$ cat src/hw/rtl/srle_pkg.sv
// Shared types, constants and codes of the serial RGB LED frame encoder.
// Used by every module of the block; depends on nothing.
`timescale 1ns / 1ps

package srle_pkg;

  localparam int NUM_LEDS      = 8;
  localparam int SLOTS_PER_LED = 24;
  localparam int DATA_LEN      = NUM_LEDS * SLOTS_PER_LED;

  // LED address, data-slot offset and slot position widths
  localparam int LED_AW = (NUM_LEDS > 1) ? $clog2(NUM_LEDS) : 1;
  localparam int D_W    = $clog2(DATA_LEN);
  localparam int X_W    = D_W - 3;
  localparam int POS_W  = $clog2(DATA_LEN + 511);

  // divide by three through a reciprocal: exact for operands below 1536
  localparam int DIV3_MUL = 683;
  localparam int DIV3_SH  = 11;
  localparam int PROD_W   = X_W + 10;

  localparam int Q_DEPTH  = 2;

  // request codes
  localparam logic [1:0] REQ_TICK   = 2'd0;
  localparam logic [1:0] REQ_SET    = 2'd1;
  localparam logic [1:0] REQ_UPDATE = 2'd2;

  // configuration register indexes
  localparam logic [1:0] CFG_BIT0_DUTY   = 2'd0;
  localparam logic [1:0] CFG_BIT1_DUTY   = 2'd1;
  localparam logic [1:0] CFG_LEAD_SLOTS  = 2'd2;
  localparam logic [1:0] CFG_TRAIL_SLOTS = 2'd3;

  localparam logic [7:0] RST_BIT0_DUTY   = 8'd20;
  localparam logic [7:0] RST_BIT1_DUTY   = 8'd40;
  localparam logic [7:0] RST_LEAD_SLOTS  = 8'd48;
  localparam logic [7:0] RST_TRAIL_SLOTS = 8'd48;

  typedef logic [NUM_LEDS-1:0][23:0] colour_arr_t;

  typedef struct packed {
    logic [7:0] bit0_duty;
    logic [7:0] bit1_duty;
    logic [7:0] lead_slots;
    logic [7:0] trail_slots;
  } cfg_t;

  // one classified item on its way from front to back
  typedef struct packed {
    logic           data_slot;
    logic [D_W-1:0] offset;
    logic           active;
    logic           last;
    logic           started;
    logic           busy;
    logic           dirty;
  } fb_item_t;

endpackage

$ cat src/hw/rtl/srle_front.sv
// Front end: accepts requests, owns the colour store and the frame state,
// and classifies each accepted request into a queue item. Depends on srle_pkg.
`timescale 1ns / 1ps

module srle_front (
  input  logic                  clk,
  input  logic                  rst_n,
  input  logic                  in_valid,
  output logic                  in_ready,
  input  logic [1:0]            req_type,
  input  logic [7:0]            led_index,
  input  logic [23:0]           color_grb,
  input  srle_pkg::cfg_t        cfg,
  input  logic                  q_full,
  input  logic                  q_empty,
  output logic                  push,
  output srle_pkg::fb_item_t    item,
  output logic                  snap,
  output srle_pkg::colour_arr_t colours
);

  srle_pkg::colour_arr_t       colour_r, colour_nxt;
  logic                        dirty_r, dirty_nxt;
  logic                        busy_r, busy_nxt;
  logic [srle_pkg::POS_W-1:0]  pos_r, pos_nxt;

  logic                        idx_ok;
  logic [srle_pkg::LED_AW-1:0] idx;
  logic                        start_ok;
  logic [srle_pkg::POS_W:0]    pos_x, pos_inc, lead_x, data_end, total;
  logic                        in_data, at_end;
  logic                        accept;

  assign idx      = led_index[srle_pkg::LED_AW-1:0];
  assign idx_ok   = {1'b0, led_index} < 9'(srle_pkg::NUM_LEDS);
  assign start_ok = (req_type == srle_pkg::REQ_UPDATE) && !busy_r && dirty_r;

  // hold a frame start until the back end has drained its frame store reads
  assign in_ready = !q_full && !(start_ok && !q_empty);
  assign accept   = in_valid && in_ready;
  assign push     = accept;
  assign snap     = accept && start_ok;
  assign colours  = colour_r;

  assign pos_x    = {1'b0, pos_r};
  assign pos_inc  = pos_x + 1'b1;
  assign lead_x   = (srle_pkg::POS_W + 1)'(cfg.lead_slots);
  assign data_end = lead_x + (srle_pkg::POS_W + 1)'(srle_pkg::DATA_LEN);
  assign total    = data_end + (srle_pkg::POS_W + 1)'(cfg.trail_slots);
  assign in_data  = (pos_x >= lead_x) && (pos_x < data_end);
  assign at_end   = pos_inc >= total;

  always_comb begin
    colour_nxt = colour_r;
    dirty_nxt  = dirty_r;
    busy_nxt   = busy_r;
    pos_nxt    = pos_r;
    item       = '0;
    item.offset = srle_pkg::D_W'(pos_x - lead_x);
    unique case (req_type)
      srle_pkg::REQ_SET: begin
        if (idx_ok && (colour_r[idx] != color_grb)) begin
          colour_nxt[idx] = color_grb;
          dirty_nxt       = 1'b1;
        end
      end
      srle_pkg::REQ_UPDATE: begin
        if (start_ok) begin
          dirty_nxt    = 1'b0;
          busy_nxt     = 1'b1;
          pos_nxt      = '0;
          item.started = 1'b1;
        end
      end
      srle_pkg::REQ_TICK: begin
        if (busy_r) begin
          item.active    = 1'b1;
          item.data_slot = in_data;
          if (at_end) begin
            item.last = 1'b1;
            busy_nxt  = 1'b0;
            pos_nxt   = '0;
          end else begin
            pos_nxt = pos_inc[srle_pkg::POS_W-1:0];
          end
        end
      end
      default: begin
      end
    endcase
    item.busy  = busy_nxt;
    item.dirty = dirty_nxt;
  end

  always_ff @(posedge clk) begin
    if (!rst_n) begin
      colour_r <= '0;
      dirty_r  <= 1'b1;
      busy_r   <= 1'b0;
      pos_r    <= '0;
    end else if (accept) begin
      colour_r <= colour_nxt;
      dirty_r  <= dirty_nxt;
      busy_r   <= busy_nxt;
      pos_r    <= pos_nxt;
    end
  end

endmodule

$ cat src/hw/rtl/srle_queue.sv
// Two-entry queue of classified items between front and back end.
// Depends on srle_pkg.
`timescale 1ns / 1ps

module srle_queue (
  input  logic               clk,
  input  logic               rst_n,
  input  logic               push,
  input  srle_pkg::fb_item_t push_item,
  input  logic               pop,
  output logic               q_valid,
  output srle_pkg::fb_item_t head,
  output logic               q_full,
  output logic               q_empty
);

  srle_pkg::fb_item_t slot_r [srle_pkg::Q_DEPTH];
  logic       wr_ptr_r, wr_ptr_nxt;
  logic       rd_ptr_r, rd_ptr_nxt;
  logic [1:0] count_r, count_nxt;

  assign q_valid = (count_r != 2'd0);
  assign q_empty = (count_r == 2'd0);
  assign q_full  = (count_r == 2'(srle_pkg::Q_DEPTH));
  assign head    = slot_r[rd_ptr_r];

  always_comb begin
    wr_ptr_nxt = push ? ~wr_ptr_r : wr_ptr_r;
    rd_ptr_nxt = pop ? ~rd_ptr_r : rd_ptr_r;
    count_nxt  = count_r + {1'b0, push} - {1'b0, pop};
  end

  always_ff @(posedge clk) begin
    if (!rst_n) begin
      wr_ptr_r <= 1'b0;
      rd_ptr_r <= 1'b0;
      count_r  <= 2'd0;
    end else begin
      wr_ptr_r <= wr_ptr_nxt;
      rd_ptr_r <= rd_ptr_nxt;
      count_r  <= count_nxt;
    end
  end

  always_ff @(posedge clk) begin
    if (push) begin
      slot_r[wr_ptr_r] <= push_item;
    end
  end

endmodule

$ cat src/hw/rtl/srle_back.sv
// Back end: holds the frame store, turns data slots into bit duties and
// drives the registered result beat. Depends on srle_pkg.
`timescale 1ns / 1ps

module srle_back (
  input  logic                  clk,
  input  logic                  rst_n,
  input  logic                  snap,
  input  srle_pkg::colour_arr_t colours,
  input  srle_pkg::cfg_t        cfg,
  input  logic                  q_valid,
  input  srle_pkg::fb_item_t    head,
  output logic                  pop,
  output logic                  out_valid,
  input  logic                  out_ready,
  output logic [7:0]            duty,
  output logic                  slot_active,
  output logic                  frame_last,
  output logic                  update_started,
  output logic                  busy_res,
  output logic                  dirty
);

  srle_pkg::colour_arr_t        frame_r;
  logic                         valid_r, valid_nxt;
  logic [7:0]                   duty_r;
  logic                         active_r, last_r, started_r, busy_r, dirty_r;

  logic [srle_pkg::X_W-1:0]     grp;
  logic [srle_pkg::PROD_W-1:0]  prod;
  logic [srle_pkg::LED_AW-1:0]  led;
  logic [srle_pkg::D_W-1:0]     led_x, led_base;
  logic [4:0]                   bitn;
  logic [23:0]                  colour;
  logic                         data_bit;
  logic [7:0]                   duty_nxt;

  // offset / 24 = (offset / 8) / 3, remainder from the quotient
  assign grp      = head.offset[srle_pkg::D_W-1:3];
  assign prod     = srle_pkg::PROD_W'(grp) * srle_pkg::PROD_W'(srle_pkg::DIV3_MUL);
  assign led      = prod[srle_pkg::DIV3_SH +: srle_pkg::LED_AW];
  assign led_x    = srle_pkg::D_W'(led);
  assign led_base = (led_x << 4) + (led_x << 3);
  assign bitn     = 5'(head.offset - led_base);
  assign colour   = frame_r[led];
  assign data_bit = colour[5'd23 - bitn];

  always_comb begin
    duty_nxt = 8'd0;
    if (head.data_slot) begin
      duty_nxt = data_bit ? cfg.bit1_duty : cfg.bit0_duty;
    end
  end

  assign pop = q_valid && (!valid_r || out_ready);

  always_comb begin
    valid_nxt = valid_r;
    if (pop) begin
      valid_nxt = 1'b1;
    end else if (out_ready) begin
      valid_nxt = 1'b0;
    end
  end

  always_ff @(posedge clk) begin
    if (!rst_n) begin
      valid_r <= 1'b0;
    end else begin
      valid_r <= valid_nxt;
    end
  end

  always_ff @(posedge clk) begin
    if (snap) begin
      frame_r <= colours;
    end
    if (pop) begin
      duty_r    <= duty_nxt;
      active_r  <= head.active;
      last_r    <= head.last;
      started_r <= head.started;
      busy_r    <= head.busy;
      dirty_r   <= head.dirty;
    end
  end

  assign out_valid      = valid_r;
  assign duty           = duty_r;
  assign slot_active    = active_r;
  assign frame_last     = last_r;
  assign update_started = started_r;
  assign busy_res       = busy_r;
  assign dirty          = dirty_r;

endmodule

$ cat src/hw/rtl/serial_rgb_led_frame_encoder_unit.sv
// Top level of the serial RGB LED frame encoder: configuration registers,
// front end, item queue and back end. Depends on srle_pkg, srle_front,
// srle_queue and srle_back.
//
//   channel | direction | handshake            | payload
//   --------+-----------+----------------------+-------------------------------
//   in_     | slave     | in_tvalid/in_tready  | tuser req_type, tdata index+GRB
//   out_    | master    | out_tvalid/out_tready| tuser slot_active, tlast, tdata
//   cfg_    | slave     | cfg_valid/cfg_ready  | cfg_addr index, cfg_data value
//
// One item per cycle sustained while out_tready stays high; a result passes
// through the queue slot register, then the back end output register.
// An update that starts a frame waits until the queue has drained, since
// the frame store is read by queued data slots.
// Synchronous active-low reset clears the colour store, sets the dirty flag
// and restores the register defaults. cfg_ready is always high.
`timescale 1ns / 1ps

module serial_rgb_led_frame_encoder_unit (
  input  logic        clk,
  input  logic        rst_n,
  input  logic        in_tvalid,
  output logic        in_tready,
  input  logic [1:0]  in_tuser,   // [1:0] req_type
  input  logic [31:0] in_tdata,   // [7:0] led_index, [31:8] color_grb
  output logic        out_tvalid,
  input  logic        out_tready,
  output logic        out_tlast,  // frame_last
  output logic        out_tuser,  // [0] slot_active
  output logic [15:0] out_tdata,  // [7:0] duty, [8] update_started, [9] busy_res,
                                  // [10] dirty, [15:11] zero
  input  logic        cfg_valid,
  output logic        cfg_ready,
  input  logic [1:0]  cfg_addr,
  input  logic [7:0]  cfg_data
);

  srle_pkg::cfg_t        cfg_r, cfg_nxt;
  srle_pkg::fb_item_t    item, head;
  srle_pkg::colour_arr_t colours;
  logic                  push, pop, snap;
  logic                  q_valid, q_full, q_empty;
  logic [7:0]            duty;
  logic                  update_started, busy_res, dirty;

  assign cfg_ready = 1'b1;

  always_comb begin
    cfg_nxt = cfg_r;
    if (cfg_valid) begin
      unique case (cfg_addr)
        srle_pkg::CFG_BIT0_DUTY:   cfg_nxt.bit0_duty   = cfg_data;
        srle_pkg::CFG_BIT1_DUTY:   cfg_nxt.bit1_duty   = cfg_data;
        srle_pkg::CFG_LEAD_SLOTS:  cfg_nxt.lead_slots  = cfg_data;
        srle_pkg::CFG_TRAIL_SLOTS: cfg_nxt.trail_slots = cfg_data;
        default: begin
        end
      endcase
    end
  end

  always_ff @(posedge clk) begin
    if (!rst_n) begin
      cfg_r.bit0_duty   <= srle_pkg::RST_BIT0_DUTY;
      cfg_r.bit1_duty   <= srle_pkg::RST_BIT1_DUTY;
      cfg_r.lead_slots  <= srle_pkg::RST_LEAD_SLOTS;
      cfg_r.trail_slots <= srle_pkg::RST_TRAIL_SLOTS;
    end else begin
      cfg_r <= cfg_nxt;
    end
  end

  srle_front u_front (
    .clk       (clk),
    .rst_n     (rst_n),
    .in_valid  (in_tvalid),
    .in_ready  (in_tready),
    .req_type  (in_tuser),
    .led_index (in_tdata[7:0]),
    .color_grb (in_tdata[31:8]),
    .cfg       (cfg_r),
    .q_full    (q_full),
    .q_empty   (q_empty),
    .push      (push),
    .item      (item),
    .snap      (snap),
    .colours   (colours)
  );

  srle_queue u_queue (
    .clk       (clk),
    .rst_n     (rst_n),
    .push      (push),
    .push_item (item),
    .pop       (pop),
    .q_valid   (q_valid),
    .head      (head),
    .q_full    (q_full),
    .q_empty   (q_empty)
  );

  srle_back u_back (
    .clk            (clk),
    .rst_n          (rst_n),
    .snap           (snap),
    .colours        (colours),
    .cfg            (cfg_r),
    .q_valid        (q_valid),
    .head           (head),
    .pop            (pop),
    .out_valid      (out_tvalid),
    .out_ready      (out_tready),
    .duty           (duty),
    .slot_active    (out_tuser),
    .frame_last     (out_tlast),
    .update_started (update_started),
    .busy_res       (busy_res),
    .dirty          (dirty)
  );

  assign out_tdata = {5'd0, dirty, busy_res, update_started, duty};

  // the final slot of a frame is a slot and leaves the block idle
  a_last_ends_frame: assert property (@(posedge clk) disable iff (!rst_n)
    out_tvalid && out_tlast |-> out_tuser && !busy_res)
    else $error("final slot without slot flag or with busy still set");

  // a started frame is busy and clean
  a_start_state: assert property (@(posedge clk) disable iff (!rst_n)
    out_tvalid && update_started |-> busy_res && !dirty && !out_tuser)
    else $error("frame start with inconsistent flags");

  // no item enters while the queue is full
  a_no_overfill: assert property (@(posedge clk) disable iff (!rst_n)
    q_full |-> !in_tready)
    else $error("input ready while queue is full");

  // a frame start only snapshots into an empty queue
  a_snap_drained: assert property (@(posedge clk) disable iff (!rst_n)
    snap |-> q_empty && !q_valid)
    else $error("frame store snapshot with slots still queued");

endmodule

$ cat config.mk
export PLATFORM = sky130hd
export DESIGN_NAME = serial_rgb_led_frame_encoder_unit
export DESIGN_NICKNAME = d
export VERILOG_FILES = /design/src/hw/rtl/srle_pkg.sv /design/src/hw/rtl/srle_front.sv /design/src/hw/rtl/srle_queue.sv /design/src/hw/rtl/srle_back.sv /design/src/hw/rtl/serial_rgb_led_frame_encoder_unit.sv
export SDC_FILE = /design/constraint.sdc
export NUM_CORES = 1
export LEC_CHECK = 0
export BUFFER_PORTS_ARGS = -buffer_cell sky130_fd_sc_hd__buf_2
export CORE_ASPECT_RATIO = 0.5
export CORE_MARGIN = 2
export CORE_UTILIZATION = 40
export CTS_CLUSTER_DIAMETER = 30
export DETAILED_ROUTE_END_ITERATION = 8
export PLACE_DENSITY_LB_ADDON = 0.05
export SKIP_LAST_GASP = 1
export SLEW_MARGIN = 30
export SYNTH_ARGS = -nofsm -noshare
export SYNTH_HDL_FRONTEND = slang
export SYNTH_HIERARCHICAL = 1
export SYNTH_SLANG_ARGS = --single-unit
$ cat constraint.sdc
create_clock -name clk -period 21.3 [get_ports clk]
set_input_delay 4.26 -clock clk [delete_from_list [all_inputs] [get_ports clk]]
set_output_delay 4.26 -clock clk [all_outputs]
set_load 0.02 [all_outputs]
==> flow_metrics.tcl, run 1 <==
set metrics [dict create \
    run_status "complete, no violations" \
    worst_slew_pin_slew_ns 0.986 \
    detail_route.wl_per_cell_um 23.0 \
    timing.final.crit_period_ns 9.67 \
    drt_pass1_iterations 5 \
    max_freq_ghz 0.103 \
    vias 15700 \
    total_power_mw 4.03 \
    critPathRequiredTime_ns 17.04 \
    drt_iter0_drc 1144 \
    skew_ns 0.0358 \
    grt_max_degree 102 \
    ir_drop_v 0.000117 \
    utilization 0.472 \
    hpwlAfterDp_um 40300 \
    cts.clk_slew.worst_paths_ns 0.07 \
    top_level_ports 70 \
    finalSetupViolations 0 \
    netlist_area_um2 23600 \
    hp-class "reg2reg" \
    relSlewSlack 0.340 \
    p_leak_nw 11.6 \
    yosys.area.top_type "edfxtp_1" \
    io_buffers 63 \
    synthDominantCellAreaShare 0.297 \
    timing.final.crit_share 0.454 \
    fp.dieH_um 176 \
    cts_hold_buffers 0 \
    cts-root-buf "clkbuf_16" \
    core_area_um2 57800 \
    antenna_found_initial 0 \
    drc 0 \
    start_kind "primary input" \
    finalSetupTns_ns 0 \
    synth_area_per_cell_um2 12.1 \
    grt_setup_unrepaired "false" \
    antenna_cells 0 \
    maxCapViolCount 0 \
    initial_core_util 0.408 \
    clk_latency_ns 0.62 \
    p_per_area_nw_per_um2 148 \
    clk_path_buf_depth 3 \
    synth_seq_cells 475 \
    finalHoldViolations 0 \
    drive_above_1_share 0.177 \
    grtUsageTotal 0.217 \
    ys_warn_count 6 \
    die_x_um 347 \
    critPathBufInv 3 \
    layout.nets 2112 \
    finalMaxSlewViolations 0 \
    yosys-top-cells-count "341 x mux2i_1, 336 x nand2_1, 242 x dfxtp_1" \
    drt_wl_total_um 65500 \
    critical_path_arrival_ns 5.41 \
    htreeDepth 3 \
    slowest_stage "or2_2" \
    cts_buffers 83 \
    cp-end-kind "output pin" \
    first_global_vias 15700 \
    grt_pass1_wl_um 100000 \
    crit_type "in2out" \
    cts_sinks 475 \
    via_per_inst 5.51 \
    overflow 0 \
    path_max_fanout 5 \
    stdcell_count 2845 \
    max_stage_delay_ns 0.33 \
    syn2layout_area_growth_pct 15.6 \
    rows 62 \
    synth_edf_count 233 \
    postRouteAntennaNets 0 \
    synth.distinct_cells 86 \
    synth_async_sr_flop_share 0 \
    synthTopCellsByArea "edfxtp_1 30%, dfxtp_1 21%, mux2i_1 14%, mux4_2 6.3%, nand2_1 5.4%" \
    seq_area_frac_synth 0.502 \
    routabilityCongestion 0.764 \
    synthCells 1955 \
    cts_tree "done" \
    worstPathCellList "buf_2, inv_1, ha_1, nand2_1, or2_2, nor2_1, nor2_1, buf_2" \
    die_area_um2 61000 \
    place_inst 2688 \
    ctsResizeCount 0 \
    cts_setup_buffers 0 \
    cp_top_family "simple AND/OR/NAND/NOR gates" \
    synth-main-ff-cell "dfxtp_1" \
    yosysMostFrequentCell "mux2i_1" \
]
-- cell usage in the layout, fill, tap and decap left out, types with 7 or more instances in the layout --
master / count
mux4_2: 66
mux4_1: 9
xnor2_1: 25
a211oi_1: 8
mux2i_1: 341
a21o_1: 9
inv_1: 50
a32o_1: 7
a221oi_1: 22
a31oi_1: 9
mux2_2: 27
xor2_1: 26
buf_2: 61
dfxtp_1: 242
nand4_1: 9
nand3_1: 30
o21ai_4: 7
clkbuf_1: 10
ha_1: 48
inv_6: 11
inv_8: 7
a21oi_1: 43
nor3_1: 17
o21ai_0: 27
edfxtp_1: 233
a22o_1: 9
clkinvlp_4: 8
nand2_1: 335
clkbuf_8: 9
clkbuf_16: 88
o211ai_1: 15
buf_4: 33
fa_1: 7
nor2_1: 45
nor2b_1: 24
nor4_1: 7
nand2b_1: 7
-- state kept, by name, indices dropped and copies added, names as in the netlist, 2 cells and up, named ones only --
register         cells
cfg_r               32
u_back/duty          8
u_back/frame_r     192
u_front/colours    192
u_front/pos_r       10
u_queue/count_r      2
u_queue/slot_r      28
-- worst paths after layout --
| kind | from | endpoint | slack (ns) | cells after the start |
|---|---|---|---|---|
| hold reg to reg | u_front/colours[116] | u_back/frame_r[116] | 0.44 | 0 |
| hold / removal | u_front/colours[116] | u_back/frame_r[116] | 0.44 | 0 |
| setup reg to reg | register | u_back/duty[7] | 13.81 | 23 |
| setup / recovery | in_tuser[0] | in_tready | 11.63 | 8 |
-- metrics by stage --
step | hold slack [ns] | cell area, µm² | worst slack, ns
floorplan | 0.422 | 23600 | 7.19
global placement | 0.436 | 24300 | 11.64
detailed placement | 0.438 | 24300 | 11.62
CTS | 0.448 | 27200 | 11.62
global route | 0.458 | 27300 | 11.48
finish | 0.444 | 27300 | 11.63
-- kinds of logic (layout without fill, tap and decap cells) --
| logic type | count (synthesis) | in the layout | share of synthesized area |
|---|---|---|---|
| simple gates | 523 | 523 | 0.0996 |
| flops | 475 | 475 | 0.502 |
| mux | 443 | 443 | 0.231 |
| compound gates | 215 | 215 | 0.0682 |
| buf+inv | 187 | 305 | 0.0456 |
| fa+ha+maj | 57 | 57 | 0.0325 |
| xor+xnor | 53 | 53 | 0.0206 |
| other cells | 2 | 6 | 0.000319 |
-- per-layer routing --
layer	track usage	wire (µm)	vias up
met2	0.338	29200	351
li1	-	-	7339
met3	0.0369	3040	85
met1	0.315	32200	7906
met5	0	0	-
met4	0.0505	967	0
-- worst register-to-register path, stage by stage (launching register included) --
cell and delay, ns:
dfxtp_1 0.30, buf_4 0.22, mux2_2 0.42, ha_1 0.24
fa_1 0.43, inv_1 0.09, fa_1 0.43, inv_1 0.07
ha_1 0.24, nor2_1 0.09, o21bai_1 0.16, a21oi_4 0.55
xnor2_1 0.26, buf_4 0.23, ha_1 0.19, xnor2_1 0.31
xnor2_1 0.18, xnor2_1 0.57, nor2_1 0.29, o2111ai_1 0.31
o2111ai_1 0.25, nor4_1 0.41, o32a_1 0.76, mux2i_1 0.21
-- area by class of cell --
cell class | instances | area [µm²]
Clock buffer | 106 | 2350
Clock inverter | 50 | 572
Fill cell | 5326 | 30500
Inverter | 53 | 199
Multi-Input combinational cell | 1297 | 10700
Sequential cell | 475 | 11800
Tap cell | 768 | 961
Timing Repair Buffer | 96 | 587
-- report_power, final --
part,switching (mW),total [mW],internal (mW),leakage [nW]
Combinational,1.05,1.65,0.601,5.80
Sequential,0.0105,1.01,1.00,4.42
Clock,0.499,1.37,0.871,1.41
Power figures use the tool's default switching activity.
==> run 2: changes to the inputs <==
==> constraint.sdc (replaced) <==
create_clock -name clk -period 8.2 [get_ports clk]
set_input_delay 1.64 -clock clk [delete_from_list [all_inputs] [get_ports clk]]
set_output_delay 1.64 -clock clk [all_outputs]
set_load 0.02 [all_outputs]
==> run 2 against run 1 <==
Against the previous run:
- setup slack lost 10 ns
- combinational power grew to 2.5 times the previous value
- critical path depth up 7
- critical endpoint is now u_back/duty[2]
==> flow_metrics.tcl, run 2 (synthesized netlist as in run 1, its figures left out) <==
set metrics [dict create \
    drive_above_1_share 0.174 \
    layout_common_cells "341 x mux2i_1, 335 x nand2_1, 242 x dfxtp_1" \
    cts.clk_slew.worst_paths_ns 0.06 \
    maxCapViolCount 0 \
    grt_pass1_wl_um 101000 \
    layout.nets 2108 \
    cts_hold_buffers 0 \
    htreeDepth 3 \
    p_leak_nw 11.6 \
    drt_pass1_iterations 7 \
    fp.dieH_um 176 \
    dpl_cell_area_um2 24300 \
    antenna_cells 0 \
    switching_share 0.380 \
    skew_ns 0.0237 \
    overflow 0 \
    grtUsageTotal 0.221 \
    cts-root-buf "clkbuf_16" \
    r2r_cells 15 \
    drc 0 \
    syn2layout_area_growth_pct 15.1 \
    hp-class "reg2reg" \
    initial_core_util 0.408 \
    timing.final.crit_share 0.801 \
    run_status "complete, no violations" \
    critical_path_arrival_ns 6.89 \
    utilization 0.469 \
    pre_cts_slack_ns 1.76 \
    final_area_um2 27100 \
    drt_wl_total_um 66800 \
    postRouteAntennaNets 0 \
    die_x_um 347 \
    timing.final.crit_period_ns 6.57 \
    start_kind "register" \
    path_max_fanout 36 \
    critPathRequiredTime_ns 8.52 \
    final_common_cell "mux2i_1" \
    p_int_mw 6.34 \
    rrSetupSlack_ns 1.63 \
    finalMaxSlewViolations 0 \
    ctsResizeCount 0 \
    crit_type "reg2reg" \
    rows 62 \
    routabilityCongestion 0.812 \
    holdPathStages 0 \
    cts_tree "done" \
    finalSetupViolations 0 \
    vias 15600 \
    grt_setup_unrepaired "false" \
    stdcell_count 2837 \
    top_level_ports 70 \
    whs_ns 0.441 \
    drt_iter0_drc 1211 \
    first_global_vias 15600 \
    io_buffers 63 \
    max_freq_ghz 0.152 \
    antenna_found_initial 1 \
    clk_path_buf_depth 3 \
    cp-end-kind "register" \
    power_frac_clock 0.337 \
    cts_setup_buffers 0 \
    via_per_inst 5.51 \
    fin_ws_ns 1.63 \
    p_sw_mw 3.88 \
    clk_latency_ns 0.62 \
    p_seq_frac 0.258 \
    grt_max_degree 123 \
    ir_drop_v 0.000296 \
    relSlewSlack 0.333 \
    p_per_area_nw_per_um2 377 \
    place_inst 2689 \
    finalHoldViolations 0 \
    worst_slew_pin_slew_ns 0.996 \
    comb_power_share 0.405 \
    detail_route.wl_per_cell_um 23.5 \
    cts_sinks 475 \
    core_area_um2 57800 \
    finalSetupTns_ns 0 \
    die_area_um2 61000 \
    total_power_mw 10.2 \
    hpwlAfterDp_um 42800 \
    cts_buffers 79 \
]
==> run 2: cell count changes in the layout (fill, tap and decap cells not counted), sizes merged <==
cell and change:
clkinvlp +4, clkbuf -6, inv -6
==> run 2: path summary, 6_finish.rpt <==
path,startpoint,endpoint
setup / recovery,register,u_back/duty[2]
hold / removal,u_front/colours[135],u_back/frame_r[135]
setup reg to reg,register,u_back/duty[2]
hold reg to reg,u_front/colours[135],u_back/frame_r[135]
==> run 2: final cells by class <==
type / instances / area, µm²
Multi-Input combinational cell: 1297 / 10700
Fill cell: 5264 / 30700
Tap cell: 768 / 961
Inverter: 53 / 199
Clock buffer: 100 / 2260
Clock inverter: 48 / 531
Timing Repair Buffer: 96 / 599
Sequential cell: 475 / 11800
==> run 2: power groups by stage <==
stage	registers (mW)	clock network, mW	logic, mW
floorplan	2.72	0	3.05
global placement	2.69	0	4.09
detailed placement	2.69	0	4.11
CTS	2.64	3.51	4.12
global route	2.65	3.62	4.44
finish	2.64	3.44	4.14
==> run 2: worst max-delay path, stage by stage, from the launching register on <==
cell and delay, ns:
dfxtp_1 0.48, mux2_2 0.42, ha_1 0.24, fa_1 0.43, ha_4 0.55, buf_4 0.56, nand2_1 0.33, o21ai_1 0.46
nand2_2 0.53, buf_4 0.43, o221ai_1 0.10, a221oi_1 0.13, or4b_1 0.60, and4_1 0.18, o32a_1 0.57, mux2i_1 0.21
==> run 2: metal layers <==
layer,up-vias,part of all wire,global-route usage
li1,7303,-,-
met1,7833,0.50,0.325
met2,407,0.43,0.332
met3,89,0.052,0.0409
met4,0,0.018,0.0572
met5,-,0,0
==> run 3: changes to the inputs <==
==> constraint.sdc (replaced) <==
create_clock -name clk -period 6 [get_ports clk]
set_input_delay 1.2 -clock clk [delete_from_list [all_inputs] [get_ports clk]]
set_output_delay 1.2 -clock clk [all_outputs]
set_load 0.02 [all_outputs]
==> run 3 against run 2 <==
Against the previous run:
- final cell count grew 0.60%
- largest cell class unchanged
- via count shrank 0.42%
- critical path depth grew 6
- highest routed layer unchanged
- worst hold slack gained 0.0067 ns
- critical path type unchanged
- maximum frequency grew 17%
==> flow_metrics.tcl, run 3 (synthesized netlist as in run 1, its figures left out) <==
set metrics [dict create \
    cts.clk_slew.worst_paths_ns 0.06 \
    finalSetupViolations 0 \
    cts_sinks 475 \
    cts_tree "done" \
    slowest_stage "or4b_1" \
    hp-class "reg2reg" \
    first_global_vias 15400 \
    total_power_mw 14.3 \
    drive_above_1_share 0.182 \
    path_max_fanout 62 \
    p_per_area_nw_per_um2 521 \
    overflow 0 \
    fill_cells 5272 \
    antenna_cells 0 \
    finalHoldViolations 0 \
    detail_route.wl_per_cell_um 23.2 \
    rows 62 \
    hold_start "u_front/colours[111]" \
    drt_pass1_iterations 5 \
    postRouteAntennaNets 0 \
    finalSetupTns_ns 0 \
    timing.final.crit_period_ns 5.63 \
    drc 0 \
    dpl_cell_area_um2 24600 \
    final_common_cell "mux2i_1" \
    relSlewSlack 0.377 \
    finalMaxSlewViolations 0 \
    vias 15600 \
    hpwlAfterDp_um 43800 \
    die_area_um2 61000 \
    clk_path_buf_depth 3 \
    routabilityCongestion 0.827 \
    final_area_um2 27500 \
    whs_ns 0.447 \
    drt_iter0_drc 1152 \
    antenna_found_initial 0 \
    worst_slew_pin_slew_ns 0.932 \
    drt_wl_total_um 66300 \
    crit_type "reg2reg" \
    cts_setup_buffers 0 \
    stdcell_count 2854 \
    place_inst 2710 \
    top_level_ports 70 \
    initial_core_util 0.408 \
    fin_ws_ns 0.368 \
    grt_pass1_wl_um 99100 \
    io_buffers 63 \
    critPathRequiredTime_ns 6.34 \
    critical_path_arrival_ns 5.97 \
    run_status "complete, no violations" \
    maxCapViolCount 0 \
    fp.dieH_um 176 \
    htreeDepth 3 \
    via_per_inst 5.45 \
    start_kind "register" \
    cts_buffers 77 \
    ir_drop_v 0.000658 \
    pre_cts_slack_ns 0.146 \
    critPathBufInv 5 \
    grt_setup_unrepaired "false" \
    max_stage_delay_ns 0.53 \
    cp_top_family "simple AND/OR/NAND/NOR gates" \
    core_area_um2 57800 \
    grt_max_degree 108 \
    grtUsageTotal 0.217 \
    die_x_um 347 \
    skew_ns 0.0183 \
    layout.nets 2128 \
    p_leak_nw 11.8 \
    clk_latency_ns 0.60 \
    max_freq_ghz 0.178 \
    syn2layout_area_growth_pct 16.7 \
    timing.final.crit_share 0.939 \
    cts-root-buf "clkbuf_16" \
    layout_common_cells "341 x mux2i_1, 335 x nand2_1, 241 x dfxtp_1" \
    cp-end-kind "register" \
    utilization 0.476 \
    worstPathCellList "mux2_2, ha_1, fa_1, inv_1, fa_1, inv_1, ha_1, nand2_1, nor4_4, a21oi_4, buf_12, o21ai_1, nand2_2, buf_4, o221ai_1, a221oi_1, or4b_1, and4_1, o32a_1, buf_4, mux2i_1" \
]
==> run 3: cell count changes in the layout (fill, tap and decap cells not counted), moves of 2 or more <==
cell / previous run / this run
bufinv_16: 6 / 12
buf_4: 32 / 40
clkbuf_16: 86 / 82
clkinv_8: 2 / 0
buf_12: 2 / 15
clkinvlp_4: 12 / 8
inv_8: 1 / 3
==> run 3: timing repair <==
action,4_1_cts,5_1_grt
hold buffers,0,0
setup endpoints to repair,0,8
gates resized for setup,0,4
==> run 3: worst paths after layout <==
path         slack (ns)  cells past startpoint                  end
max                0.37                     21       u_back/duty[2]
min                0.45                      0  u_back/frame_r[111]
max reg2reg        0.37                     21       u_back/duty[2]
min reg2reg        0.45                      0  u_back/frame_r[111]
==> run 3: area by class of cell <==
class | instances | area, µm² | share of cell area
inverter | 53 | 199 | 0.00723
multi-input combinational | 1297 | 10800 | 0.391
clock buffer | 94 | 2150 | 0.0781
tap | 768 | 961 | 0.0349
clock inverter | 49 | 654 | 0.0238
sequential | 475 | 11800 | 0.431
timing repair buffer | 118 | 947 | 0.0344
==> run 3: layer usage <==
| metal | wire, µm | track usage | vias up | share of wire |
|---|---|---|---|---|
| li1 | - | - | 7348 | - |
| met4 | 1300 | 0.0533 | 0 | 0.020 |
| met1 | 32500 | 0.316 | 7762 | 0.49 |
| met5 | 0 | 0 | - | 0 |
| met3 | 3520 | 0.0451 | 89 | 0.053 |
| met2 | 28900 | 0.329 | 367 | 0.44 |
==> run 3: report_power, final <==
part,internal [mW],total [mW],switching [mW],leakage [nW]
Combinational,2.34,5.95,3.61,5.99
Clock,3.10,4.77,1.67,1.35
Sequential,3.56,3.61,0.0465,4.42
Total,9.00,14.3,5.33,11.8
